[config.mk]
export PLATFORM = sky130hd
export DESIGN_NAME = emg_rep_fatigue_detector
export DESIGN_NICKNAME = d
export VERILOG_FILES = /design/src/sv/efd_pkg.sv /design/src/sv/efd_cfg_regs.sv /design/src/sv/efd_core.sv /design/src/sv/emg_rep_fatigue_detector.sv
export SDC_FILE = /design/constraint.sdc
export NUM_CORES = 1
export LEC_CHECK = 0
export ABC_AREA = 0
export BUFFER_PORTS_ARGS = -buffer_cell sky130_fd_sc_hd__buf_2
export CAP_MARGIN = 40
export CORE_ASPECT_RATIO = 0.7
export CORE_MARGIN = 2
export CORE_UTILIZATION = 63
export CTS_CLUSTER_DIAMETER = 120
export DETAILED_ROUTE_END_ITERATION = 8
export GPL_TIMING_DRIVEN = 1
export PLACE_DENSITY = 0.81
export SETUP_SLACK_MARGIN = 0.4
export SYNTH_ARGS = -nofsm -noshare
export SYNTH_HDL_FRONTEND = slang
export SYNTH_SLANG_ARGS = --single-unit
[constraint.sdc]
create_clock -name clk -period 11.4 [get_ports clk]
set_input_delay 0.57 -clock clk [delete_from_list [all_inputs] [get_ports clk]]
set_output_delay 0.57 -clock clk [all_outputs]
set_load 0.02 [all_outputs]
[src/sv/efd_pkg.sv]
// Shared types, codes and reset values of the EMG repetition fatigue detector.
package efd_pkg;

	typedef enum logic [0:0] {
		OP_SAMPLE = 1'b0,
		OP_START  = 1'b1
	} opcode_t;

	typedef enum logic [1:0] {
		FAIL_NONE  = 2'd0,
		FAIL_WEAK  = 2'd1,
		FAIL_SHORT = 2'd2
	} fail_t;

	localparam int CfgIdxBits  = 3;
	localparam int CfgDataBits = 16;

	localparam logic [CfgIdxBits-1:0] REG_START_THR    = 3'd0;
	localparam logic [CfgIdxBits-1:0] REG_END_THR      = 3'd1;
	localparam logic [CfgIdxBits-1:0] REG_MIN_REPS     = 3'd2;
	localparam logic [CfgIdxBits-1:0] REG_MIN_VALID    = 3'd3;
	localparam logic [CfgIdxBits-1:0] REG_MAX_SHORT    = 3'd4;
	localparam logic [CfgIdxBits-1:0] REG_FAIL_PERCENT = 3'd5;
	localparam logic [CfgIdxBits-1:0] REG_SHORT_NEEDED = 3'd6;
	localparam logic [CfgIdxBits-1:0] REG_SHORT_WINDOW = 3'd7;

	localparam int RstStartThr     = 200;
	localparam int RstEndThr       = 100;
	localparam logic [7:0]  RST_MIN_REPS     = 8'd3;
	localparam logic [15:0] RST_MIN_VALID    = 16'd50;
	localparam logic [15:0] RST_MAX_SHORT    = 16'd50;
	localparam logic [6:0]  RST_FAIL_PERCENT = 7'd60;
	localparam logic [7:0]  RST_SHORT_NEEDED = 8'd3;
	localparam logic [15:0] RST_SHORT_WINDOW = 16'd1000;

	localparam logic [6:0] PERCENT_FULL = 7'd100;

	typedef struct packed {
		logic [7:0]  min_reps;
		logic [15:0] min_valid;
		logic [15:0] max_short;
		logic [6:0]  fail_percent;
		logic [7:0]  short_needed;
		logic [15:0] short_window;
	} cfg_t;

endpackage

[src/sv/efd_cfg_regs.sv]
// Configuration register file of the EMG repetition fatigue detector.
module efd_cfg_regs #(
	parameter int SAMPLE_BITS = 12
) (
	input  logic                             clk,
	input  logic                             arst_n,
	input  logic                             wr_en,
	input  logic [efd_pkg::CfgIdxBits-1:0]   wr_index,
	input  logic [efd_pkg::CfgDataBits-1:0]  wr_data,
	output logic [SAMPLE_BITS-1:0]           start_thr,
	output logic [SAMPLE_BITS-1:0]           end_thr,
	output efd_pkg::cfg_t                    cfg
);
	import efd_pkg::*;

	logic [SAMPLE_BITS-1:0] start_thr_q;
	logic [SAMPLE_BITS-1:0] end_thr_q;
	cfg_t                   cfg_q;

	always_ff @(posedge clk or negedge arst_n) begin
		if (!arst_n) begin
			start_thr_q         <= SAMPLE_BITS'(RstStartThr);
			end_thr_q           <= SAMPLE_BITS'(RstEndThr);
			cfg_q.min_reps      <= RST_MIN_REPS;
			cfg_q.min_valid     <= RST_MIN_VALID;
			cfg_q.max_short     <= RST_MAX_SHORT;
			cfg_q.fail_percent  <= RST_FAIL_PERCENT;
			cfg_q.short_needed  <= RST_SHORT_NEEDED;
			cfg_q.short_window  <= RST_SHORT_WINDOW;
		end else if (wr_en) begin
			unique case (wr_index)
				REG_START_THR:    start_thr_q        <= wr_data[SAMPLE_BITS-1:0];
				REG_END_THR:      end_thr_q          <= wr_data[SAMPLE_BITS-1:0];
				REG_MIN_REPS:     cfg_q.min_reps     <= wr_data[7:0];
				REG_MIN_VALID:    cfg_q.min_valid    <= wr_data;
				REG_MAX_SHORT:    cfg_q.max_short    <= wr_data;
				REG_FAIL_PERCENT: cfg_q.fail_percent <= wr_data[6:0];
				REG_SHORT_NEEDED: cfg_q.short_needed <= wr_data[7:0];
				REG_SHORT_WINDOW: cfg_q.short_window <= wr_data;
				default: ;
			endcase
		end
	end

	assign start_thr = start_thr_q;
	assign end_thr   = end_thr_q;
	assign cfg       = cfg_q;

endmodule

[src/sv/efd_core.sv]
// Repetition tracking state and the combinational update for one request.
module efd_core #(
	parameter int SAMPLE_BITS = 12
) (
	input  logic                    clk,
	input  logic                    arst_n,
	input  logic                    step,
	input  efd_pkg::opcode_t        opcode,
	input  logic [SAMPLE_BITS-1:0]  sample,
	input  logic [SAMPLE_BITS-1:0]  start_thr,
	input  logic [SAMPLE_BITS-1:0]  end_thr,
	input  efd_pkg::cfg_t           cfg,
	output logic                    rep_done,
	output logic [SAMPLE_BITS-1:0]  rep_peak,
	output logic [15:0]             rep_total,
	output logic [SAMPLE_BITS-1:0]  highest_seen,
	output efd_pkg::fail_t          failure_kind,
	output logic                    recording,
	output logic                    inside_rep
);
	import efd_pkg::*;

	localparam int ProdBits = SAMPLE_BITS + 7;

	logic                   rec_q, rec_n;
	logic                   open_q, open_n;
	logic [SAMPLE_BITS-1:0] peak_now_q, peak_now_n;
	logic [15:0]            rep_len_q, rep_len_n;
	logic [15:0]            valid_reps_q, valid_reps_n;
	logic [SAMPLE_BITS-1:0] peak_max_q, peak_max_n;
	logic [7:0]             short_cnt_q, short_cnt_n;
	logic [15:0]            last_valid_q, last_valid_n;
	logic [15:0]            clock_q, clock_n;
	fail_t                  fail_q, fail_n;
	logic                   done;

	logic [SAMPLE_BITS-1:0] peak_upd;
	logic [SAMPLE_BITS-1:0] pmax_upd;
	logic [15:0]            len_upd;
	logic [15:0]            vreps_upd;
	logic [7:0]             scnt_upd;
	logic [ProdBits-1:0]    peak_scaled;
	logic [ProdBits-1:0]    limit_scaled;
	logic [15:0]            since_valid;

	assign peak_upd     = (sample > peak_now_q) ? sample : peak_now_q;
	assign pmax_upd     = (peak_upd > peak_max_q) ? peak_upd : peak_max_q;
	assign len_upd      = (rep_len_q != 16'hFFFF) ? rep_len_q + 16'd1 : rep_len_q;
	assign vreps_upd    = (valid_reps_q != 16'hFFFF) ? valid_reps_q + 16'd1 : valid_reps_q;
	assign scnt_upd     = (short_cnt_q != 8'hFF) ? short_cnt_q + 8'd1 : short_cnt_q;
	assign peak_scaled  = ProdBits'(peak_upd) * ProdBits'(PERCENT_FULL);
	assign limit_scaled = ProdBits'(cfg.fail_percent) * ProdBits'(pmax_upd);
	assign since_valid  = clock_q - last_valid_q;

	always_comb begin
		rec_n        = rec_q;
		open_n       = open_q;
		peak_now_n   = peak_now_q;
		rep_len_n    = rep_len_q;
		valid_reps_n = valid_reps_q;
		peak_max_n   = peak_max_q;
		short_cnt_n  = short_cnt_q;
		last_valid_n = last_valid_q;
		clock_n      = clock_q;
		fail_n       = fail_q;
		done         = 1'b0;
		if (opcode == OP_START) begin
			if (!rec_q && fail_q == FAIL_NONE) begin
				rec_n        = 1'b1;
				clock_n      = '0;
				open_n       = 1'b0;
				valid_reps_n = '0;
				short_cnt_n  = '0;
				peak_max_n   = '0;
				last_valid_n = '0;
			end
		end else if (rec_q && fail_q == FAIL_NONE) begin
			clock_n = clock_q + 16'd1;
			if (!open_q) begin
				if (sample > start_thr) begin
					open_n     = 1'b1;
					peak_now_n = sample;
					rep_len_n  = '0;
				end
			end else begin
				rep_len_n  = len_upd;
				peak_now_n = peak_upd;
				if (sample < end_thr) begin
					open_n = 1'b0;
					if (len_upd >= cfg.min_valid) begin
						done         = 1'b1;
						valid_reps_n = vreps_upd;
						peak_max_n   = pmax_upd;
						last_valid_n = clock_q;
						short_cnt_n  = '0;
						if (vreps_upd >= 16'(cfg.min_reps) && pmax_upd != '0 &&
						    peak_scaled < limit_scaled) begin
							fail_n = FAIL_WEAK;
							rec_n  = 1'b0;
						end
					end else if (len_upd <= cfg.max_short) begin
						short_cnt_n = scnt_upd;
						if (valid_reps_q >= 16'(cfg.min_reps) &&
						    scnt_upd >= cfg.short_needed &&
						    since_valid < cfg.short_window) begin
							fail_n = FAIL_SHORT;
							rec_n  = 1'b0;
						end
					end
				end
			end
		end
	end

	always_ff @(posedge clk or negedge arst_n) begin
		if (!arst_n) begin
			rec_q        <= 1'b0;
			open_q       <= 1'b0;
			peak_now_q   <= '0;
			rep_len_q    <= '0;
			valid_reps_q <= '0;
			peak_max_q   <= '0;
			short_cnt_q  <= '0;
			last_valid_q <= '0;
			clock_q      <= '0;
			fail_q       <= FAIL_NONE;
		end else if (step) begin
			rec_q        <= rec_n;
			open_q       <= open_n;
			peak_now_q   <= peak_now_n;
			rep_len_q    <= rep_len_n;
			valid_reps_q <= valid_reps_n;
			peak_max_q   <= peak_max_n;
			short_cnt_q  <= short_cnt_n;
			last_valid_q <= last_valid_n;
			clock_q      <= clock_n;
			fail_q       <= fail_n;
		end
	end

	assign rep_done     = done;
	assign rep_peak     = peak_now_n;
	assign rep_total    = valid_reps_n;
	assign highest_seen = peak_max_n;
	assign failure_kind = fail_n;
	assign recording    = rec_n;
	assign inside_rep   = open_n;

endmodule

[src/sv/emg_rep_fatigue_detector.sv]
// Top level of the EMG repetition fatigue detector: stream ports, input and result registers.
// The block takes one request per clock cycle while the result side keeps up and gives one result
// per request. An accepted request is held in the input register, goes through the combinational
// repetition update and is loaded into the result register once the result register is free; the
// input register holds it while the result side stalls, so requests follow back to back at a
// sustained rate of one per cycle whenever the result side keeps taking results. A
// start command begins recording, samples then drive the repetition detector, and a declared
// failure stops recording until reset. Configuration registers are written through the cfg
// channel, which is always ready; they should be changed only while no request is in flight.
module emg_rep_fatigue_detector #(
	parameter int SAMPLE_BITS = 12
) (
	input  logic                                 clk,
	input  logic                                 arst_n,
	input  logic                                 s_tvalid,
	output logic                                 s_tready,
	// sample
	input  logic [((SAMPLE_BITS+7)/8)*8-1:0]     s_tdata,
	// opcode
	input  logic                                 s_tuser,
	output logic                                 m_tvalid,
	input  logic                                 m_tready,
	// rep_done, rep_peak, rep_total, highest_seen, failure_kind, recording, inside_rep
	output logic [((2*SAMPLE_BITS+21+7)/8)*8-1:0] m_tdata,
	input  logic                                 cfg_valid,
	output logic                                 cfg_ready,
	input  logic [efd_pkg::CfgIdxBits-1:0]       cfg_index,
	input  logic [efd_pkg::CfgDataBits-1:0]      cfg_data
);
	import efd_pkg::*;

	localparam int OutBits  = 2*SAMPLE_BITS + 21;
	localparam int OutBytes = ((OutBits + 7) / 8) * 8;

	logic                   valid_s1;
	opcode_t                opcode_s1;
	logic [SAMPLE_BITS-1:0] sample_s1;
	logic                   out_valid_q;
	logic [OutBits-1:0]     result_q;
	logic                   out_free;
	logic                   advance;
	logic                   in_accept;

	logic [SAMPLE_BITS-1:0] start_thr;
	logic [SAMPLE_BITS-1:0] end_thr;
	cfg_t                   cfg;

	logic                   rep_done;
	logic [SAMPLE_BITS-1:0] rep_peak;
	logic [15:0]            rep_total;
	logic [SAMPLE_BITS-1:0] highest_seen;
	fail_t                  failure_kind;
	logic                   recording;
	logic                   inside_rep;

	assign out_free  = !out_valid_q || m_tready;
	assign advance   = valid_s1 && out_free;
	assign s_tready  = !valid_s1 || out_free;
	assign in_accept = s_tvalid && s_tready;
	assign cfg_ready = 1'b1;

	efd_cfg_regs #(.SAMPLE_BITS(SAMPLE_BITS)) u_cfg (
		.clk       (clk),
		.arst_n    (arst_n),
		.wr_en     (cfg_valid && cfg_ready),
		.wr_index  (cfg_index),
		.wr_data   (cfg_data),
		.start_thr (start_thr),
		.end_thr   (end_thr),
		.cfg       (cfg)
	);

	efd_core #(.SAMPLE_BITS(SAMPLE_BITS)) u_core (
		.clk          (clk),
		.arst_n       (arst_n),
		.step         (advance),
		.opcode       (opcode_s1),
		.sample       (sample_s1),
		.start_thr    (start_thr),
		.end_thr      (end_thr),
		.cfg          (cfg),
		.rep_done     (rep_done),
		.rep_peak     (rep_peak),
		.rep_total    (rep_total),
		.highest_seen (highest_seen),
		.failure_kind (failure_kind),
		.recording    (recording),
		.inside_rep   (inside_rep)
	);

	always_ff @(posedge clk or negedge arst_n) begin
		if (!arst_n) begin
			valid_s1    <= 1'b0;
			out_valid_q <= 1'b0;
		end else begin
			if (in_accept) begin
				valid_s1 <= 1'b1;
			end else if (advance) begin
				valid_s1 <= 1'b0;
			end
			if (advance) begin
				out_valid_q <= 1'b1;
			end else if (m_tready) begin
				out_valid_q <= 1'b0;
			end
		end
	end

	always_ff @(posedge clk) begin
		if (in_accept) begin
			opcode_s1 <= opcode_t'(s_tuser);
			sample_s1 <= s_tdata[SAMPLE_BITS-1:0];
		end
		if (advance) begin
			result_q <= {inside_rep, recording, failure_kind, highest_seen, rep_total,
			             rep_peak, rep_done};
		end
	end

	assign m_tvalid = out_valid_q;
	assign m_tdata  = {(OutBytes - OutBits)'(0), result_q};

	ap_fail_stops_recording: assert property (@(posedge clk) disable iff (!arst_n)
		m_tvalid && result_q[OutBits-3 -: 2] != FAIL_NONE |-> !result_q[OutBits-2])
		else $error("failure reported while still recording");

	ap_done_closes_rep: assert property (@(posedge clk) disable iff (!arst_n)
		m_tvalid && result_q[0] |-> !result_q[OutBits-1])
		else $error("counted repetition reported while a repetition is still open");

	ap_result_follows_request: assert property (@(posedge clk) disable iff (!arst_n)
		$rose(m_tvalid) |-> $past(valid_s1))
		else $error("result appeared without a request in the input register");

	ap_input_held: assert property (@(posedge clk) disable iff (!arst_n)
		valid_s1 && !out_free |=> valid_s1 && $stable(sample_s1))
		else $error("stalled request lost from the input register");

endmodule

## Yosys cells after proc, flatten, opt, wreduce, memory -nomap -nowiden

Index checks and enable logic that the tools add are counted.

| cells by class | value |
|---|---|
| add/sub/neg operators | 5 |
| $mul | 2 |
| $lt $le $gt $ge | 11 |
| equality and inequality tests | 11 |
| mux-type cells | 66 |
| bitwise operators | 4 |
| reductions and logical operators | 37 |

Operators with widths:

| cell | number |
|---|---|
| 2-to-1 mux 16 bit | 18 |
| 2-to-1 mux 12 bit | 12 |
| 2-to-1 mux 8 bit | 8 |
| adder 16 x 1 -> 16 bit (second input constant) | 3 |
| > comparator 12 bit | 3 |
| >= comparator 16 x 8 -> 1 bit | 2 |
| inequality test 16 bit (second input constant) | 2 |
| 2-to-1 mux 1 bit | 20 |
| less-than comparator 19 bit | 1 |
| multiplier 7 x 12 -> 19 bit | 1 |
| multiplier 12 x 5 -> 17 bit (second input constant) | 1 |
| >= comparator 16 bit | 1 |
| <= comparator 16 bit | 1 |
| less-than comparator 16 bit | 1 |
| 2-to-1 mux 2 bit | 8 |
| AND reduction 2 bit | 8 |
| subtractor 16 bit | 1 |
| nonzero test 2 bit | 7 |
| == test 3 bit (second input constant) | 4 |
| less-than comparator 12 bit | 1 |
| AND reduction 6 bit | 2 |
| nonzero test 12 bit | 1 |
| adder 8 x 1 -> 8 bit (second input constant) | 1 |
| >= comparator 8 bit | 1 |
| 14 further kinds | 28 |

| word-level totals | value |
|---|---|
| register bits | 255 |
| input bits | 41 |

## Depth between registers and ports, before layout

| logic depth | value |
|---|---|
| word-level depth | 13 |
| mapped depth | 47 |
| gate-level depth less buffers | 44 |

## Hierarchy

From an unflattened synthesis, not the netlist that was laid out.

| unflattened totals | value |
|---|---|
| cell total of the unflattened synthesis | 1956 |
| area total of the unflattened synthesis | 19510.0 um^2 |

Modules (own cells, without submodules):

| module | times used | cells each | area each (um^2) | sequential area each (um^2) |
|---|---|---|---|---|
| efd_core | 1 | 1675 | 13892.1 | 2502.4 |
| efd_cfg_regs | 1 | 209 | 3734.8 | 2409.8 |
| emg_rep_fatigue_detector | 1 | 72 | 1883.1 | 1791.7 |

## Worst setup path before layout

OpenSTA, ideal clock, no wires.

| path | value |
|---|---|
| path type | register to register |
| start | register sample_s1[1] |
| end | register result_q[43], data pin |
| setup time | 278 ps |
| data arrival time | 9349 ps |
| required time | 11122 ps |
| setup slack | 1773 ps |
| cell stages (with the launch flop) | 44 |
| clock period less this slack | 9627 ps |
| cell sequence | edfxtp_1 -> ha_1 -> nor2b_1 -> o211ai_1 -> a211o_1 -> a21oi_1 -> buf_2 -> buf_4 -> mux2i_1 -> inv_1 -> ha_1 -> a21o_1 -> a22oi_1 -> nand2_1 -> or3_1 -> nand2_2 -> buf_2 -> mux2i_1 -> [... 8 more ...] -> inv_1 -> ha_1 -> o21a_1 -> o31a_1 -> o211ai_1 -> a21oi_1 -> o31ai_1 -> o21bai_1 -> a21oi_1 -> xor2_1 -> ha_1 -> a21o_1 -> a21o_1 -> a21oi_1 -> o221ai_1 -> a31o_2 -> a2111oi_0 -> a221oi_1 |

| between the ends | value |
|---|---|
| word-level cells in the longest chain between the ends | 13 |
| elaborated cells on any way between the ends | 17 |
| classes of those cells | mul: 2; order compare: 4; mux: 8; reduce/logical: 3 |

RTL lines:

| what | RTL line | RTL |
|---|---|---|
| start: declaration | emg_rep_fatigue_detector.sv:37 | `logic [SAMPLE_BITS-1:0] sample_s1;` |
| start signal: assignment | emg_rep_fatigue_detector.sv:112 | `sample_s1 <= s_tdata[SAMPLE_BITS-1:0];` |
| > comparator 12 bit | efd_core.sv:46 | `assign peak_upd = (sample > peak_now_q) ? sample : peak_now_q;` |
| 2-to-1 mux 12 bit | efd_core.sv:46 |  |
| > comparator 12 bit | efd_core.sv:47 | `assign pmax_upd = (peak_upd > peak_max_q) ? peak_upd : peak_max_q;` |
| 2-to-1 mux 12 bit | efd_core.sv:47 |  |
| multiplier 7 x 12 -> 19 bit / nonzero test 12 bit (equally long branches) | efd_core.sv:52, efd_core.sv:96 |  |
| less-than comparator 19 bit / logical AND 1 bit (equally long branches) | efd_core.sv:97, efd_core.sv:96 |  |
| logical AND 1 bit | efd_core.sv:96 | `if (vreps_upd >= 16'(cfg.min_reps) && pmax_upd != '0 &&` |
| 2-to-1 mux 1 bit | efd_core.sv:96 |  |
| 2-to-1 mux 1 bit | efd_core.sv:90 | `if (len_upd >= cfg.min_valid) begin` |
| 2-to-1 mux 1 bit (*) | efd_core.sv:88 | `if (sample < end_thr) begin` |
| 2-to-1 mux 1 bit (*) | efd_core.sv:79 | `if (!open_q) begin` |
| 2-to-1 mux 1 bit (*) | efd_core.sv:77 | `end else if (rec_q && fail_q == FAIL_NONE) begin` |
| 2-to-1 mux 1 bit (*) | efd_core.sv:67 | `if (opcode == OP_START) begin` |
| net recording | emg_rep_fatigue_detector.sv:53 | `logic recording;` |
| end signal: assignment | emg_rep_fatigue_detector.sv:115 | `result_q <= {inside_rep, recording, failure_kind, highest_seen, rep_total,` |
| end: declaration | emg_rep_fatigue_detector.sv:39 | `logic [OutBits-1:0] result_q;` |

Mark *: on every way through the listed nets, which the timed path passes. The rest lies on a longest branch.
A chain may end at the register's enable or synchronous reset.

## Worst setup path after layout

| path | value |
|---|---|
| start | register sample_s1[7] |
| end | register result_q[43], data pin |

The elaborated chain is that of the path after synthesis.

==> impl_summary.md <==
CTS
The number of H-tree branching levels is 1. The buffer type at the clock tree root is sky130_fd_sc_hd__clkbuf_16. The source-to-sink clock delay at the later pin of the worst-skew pair is 0.55 ns. The clock passes through at most 3 buffers.

The number of clock sinks is 255. TritonCTS built the clock tree. Clock-pin slew was measured on the worst setup and hold paths at 0.06 ns. The clock buffer count from CTS is 26.

Die
The starting density of the core is 0.646. The placeable core region is 0.0302 mm2. The number of placed I/O pins is 92. The die is 214 um wide. The die height is 151 um. The die footprint is 0.0324 mm2. The site row count is 53.

Route
For this run, design rule violations remaining after detail routing come to 0. The count of nets left with antenna violations once routing finished came out at 0. The final layout contains routed wiring with a total length of 50100 um. The average detailed-routed wire length per instance is 19.5 um. The number of optimization iterations in the first detailed-route pass is 6. The via count is 15587.

For this block, the initial DRC count from the detailed router was 1849. Dividing the detail-routed via count by the number of cells gives 6.08.

Timing
Setup repair after global routing left no endpoint under its margin. The final-report hold violation count is 0. Setup violations remaining at the end of the flow were counted as 0. Static timing analysis puts the maximum clock frequency at 96.1 MHz. The sum of negative setup slack is 0 ns. The post-route clock skew is 0.0156 ns. For the pin with the worst max-slew slack, the measured transition is 0.893 ns.

The max-slew headroom at the worst pin is 0.397. The post-route minimum period is 10.40 ns. The number of max-slew violations in the final report is 0. The part of the cycle the worst path needs is 0.913.

Final layout
The library cells used most frequently in the layout, excluding fill and tap cells, are sky130_fd_sc_hd__inv_1, sky130_fd_sc_hd__ha_1, sky130_fd_sc_hd__nand2_1. The library cell used most frequently in the layout, excluding fill and tap cells, is sky130_fd_sc_hd__inv_1. The post-synthesis to final-layout area growth is 9.24%. In the final layout, the share of cells above drive strength 1 is 0.137. The number of nets at the end of the flow is 2462.

Worst setup path
The slowest stage of the critical path belongs to the cell sky130_fd_sc_hd__edfxtp_1. The cell count of the worst reg-to-reg path is 42. The worst-path maximum fanout is 18.

For this run, the slowest stage of the critical path takes 0.56 ns. STA puts the critical path data arrival time at 10.67 ns. Counting stages on the worst path, the most repeated cell is sky130_fd_sc_hd__a21oi_1.

STA classifies the critical path startpoint as a register. STA classifies the critical path endpoint as a register. The endpoint required time on the critical path is 11.67 ns. In this run the critical register-to-register path is captured at result_q[43]$_DFFE_PP_. The register-to-register path setup slack is 1.0 ns. The worst setup path category is register to register. The reg-to-reg startpoint is sample_s1[7]$_DFFE_PP_.

Synthesis
The fraction of registers with async set or reset after synthesis is 0.773. The share of the Yosys chip area taken by registers is 0.343. The largest total area in the synthesized netlist belongs to sky130_fd_sc_hd__dfrtp_1. The number of synthesis warnings is 0. The average instance in the mapped netlist occupies 9.48 um2. The number of cells produced by synthesis is 2060. The synthesized design contains 58 enable-type register cells. The number of flip-flops and latches in the synthesized netlist is 255. Yosys mapped the design onto 78 distinct sky130hd cell types. After synthesis, the cell types taking the most area are sky130_fd_sc_hd__dfrtp_1, sky130_fd_sc_hd__ha_1, sky130_fd_sc_hd__edfxtp_1, sky130_fd_sc_hd__fa_1, sky130_fd_sc_hd__mux2_2. The share of synthesized area in the top cell type comes to 0.219. In this run the cell area of the synthesized design comes to 0.0195 mm2.

For this run, the leading register cell type out of synthesis is sky130_fd_sc_hd__dfrtp_1.

Placed design
The wire-length estimate of the detail-placed layout is 37100 um. The congestion estimate from routability-driven global placement came to 0.937. Buffers placed on the I/O ports in this run total 83.

Global routing
The initial antenna violation count came to 1. The number of global-route vias before repair came to 15200. The first-pass GRT wire length is 81200 um. Entering global routing, the biggest net connects 89 pins. The global router's overall resource usage is 0.316.

For this run the aggregate overflow at the end of global routing stands at 0.

Worst hold path
The path class of the tightest hold or removal check is primary input to async pin.

Flow run
The tool flagged a number of max-cap violations equal to 0.

Status
The run finished with clean final reports.
## critical path: cells and delay by family, from the launching register on
family	cells	cell delay [ns]
AND/OR/NAND/NOR	5	0.89
multiplexers	1	0.30
XOR/XNOR	1	0.22
adder cells (fa/ha/maj)	8	3.41
flip-flops	1	0.56
AO/OA/AOI/OAI	21	3.96
buffers and inverters	6	0.76
## layout make-up
type	instances	area, um2
Fill cell	2262	8910
Inverter	250	938
Clock buffer	29	693
Antenna cell	1	2.50
Tap cell	412	515
Clock inverter	19	173
Multi-Input combinational cell	1480	11600
Sequential cell	255	6700
Timing Repair Buffer	119	722
## registers in the layout, indices dropped and copies added (netlist names)
signal	flops
u_cfg.cfg	71
result_q	45
u_core.clock_q	16
u_core.last_valid_q	16
u_core.rep_len_q	16
u_core.valid_reps_q	16
sample_s1	12
u_cfg.end_thr	12
u_cfg.start_thr	12
u_core.peak_max_q	12
u_core.peak_now_q	12
u_core.short_cnt_q	8
u_core.fail_q	2
m_tvalid	1
opcode_s1	1
u_core.open_q	1
u_core.rec_q	1
valid_s1	1
## stage by stage
stage                     hold slack, ns  instances  setup WS [ns]  cell area [um2]   util
after floorplan                    0.274       2062           1.77            19500      -
after detailed placement           0.470       2516           1.03            20400  0.676
after CTS                          0.101       2564          0.961            21300  0.705
after global routing               0.131       2564          0.483            21300  0.705
final                             0.0677       2565          0.996            21300  0.705
after global placement             0.462       2512           1.12            20400  0.674
## metal layers
layer	share of wire	routed length, um	vias to the layer above	track usage
met4	0.020	982	0	0.0656
li1	-	-	7299	-
met3	0.098	4900	80	0.0813
met5	0	0	-	0
met2	0.42	21100	680	0.471
met1	0.46	23100	7528	0.466
## cells in the mapped netlist, types with 26 or more instances
library cell / count
sky130_fd_sc_hd__inv_1: 250
sky130_fd_sc_hd__ha_1: 232
sky130_fd_sc_hd__nand2_1: 194
sky130_fd_sc_hd__dfrtp_1: 171
sky130_fd_sc_hd__o21ai_0: 138
sky130_fd_sc_hd__a21oi_1: 94
sky130_fd_sc_hd__mux2_2: 84
sky130_fd_sc_hd__nor2_1: 80
sky130_fd_sc_hd__nor2b_1: 71
sky130_fd_sc_hd__edfxtp_1: 58
sky130_fd_sc_hd__fa_1: 57
sky130_fd_sc_hd__nand3_1: 55
sky130_fd_sc_hd__clkbuf_1: 51
sky130_fd_sc_hd__xnor2_1: 49
sky130_fd_sc_hd__nor3_1: 42
sky130_fd_sc_hd__a21o_1: 37
sky130_fd_sc_hd__nand2b_1: 32
sky130_fd_sc_hd__xor2_1: 31
sky130_fd_sc_hd__dfstp_2: 26
sky130_fd_sc_hd__mux2i_1: 26
sky130_fd_sc_hd__nand4_1: 26
## worst max path at each step
stage               slack [ns]                     end                    start
floorplan                 1.77  result_q[43]$_DFFE_PP_   sample_s1[1]$_DFFE_PP_
global placement          1.12  result_q[43]$_DFFE_PP_   sample_s1[1]$_DFFE_PP_
detailed placement        1.03  result_q[43]$_DFFE_PP_   sample_s1[7]$_DFFE_PP_
CTS                       0.96  result_q[43]$_DFFE_PP_   sample_s1[7]$_DFFE_PP_
global route              0.48  result_q[43]$_DFFE_PP_  sample_s1[10]$_DFFE_PP_
finish                     1.0  result_q[43]$_DFFE_PP_   sample_s1[7]$_DFFE_PP_
## what timing repair did
item,4_1_cts,5_1_grt
gates resized for setup,0,2
endpoints found under the setup margin,0,3
hold buffers,0,0
buffers inserted,0,0
## kinds of logic (layout without fill, tap and decap cells)
family,Yosys count,in the layout,share of synthesized area
AOI/OAI and AO/OA,405,405,0.132
xor gates and xnor gates,80,80,0.0359
adders and majority gates,289,289,0.207
buffers and inverters,327,417,0.0655
DFF,255,255,0.343
muxes,110,110,0.0618
other,2,5,0.000385
and+or+nand+nor,592,592,0.154
Power is left out: the tool's default activity adds up to more than one toggle a clock period on the data nets, which glitch-free logic cannot reach.
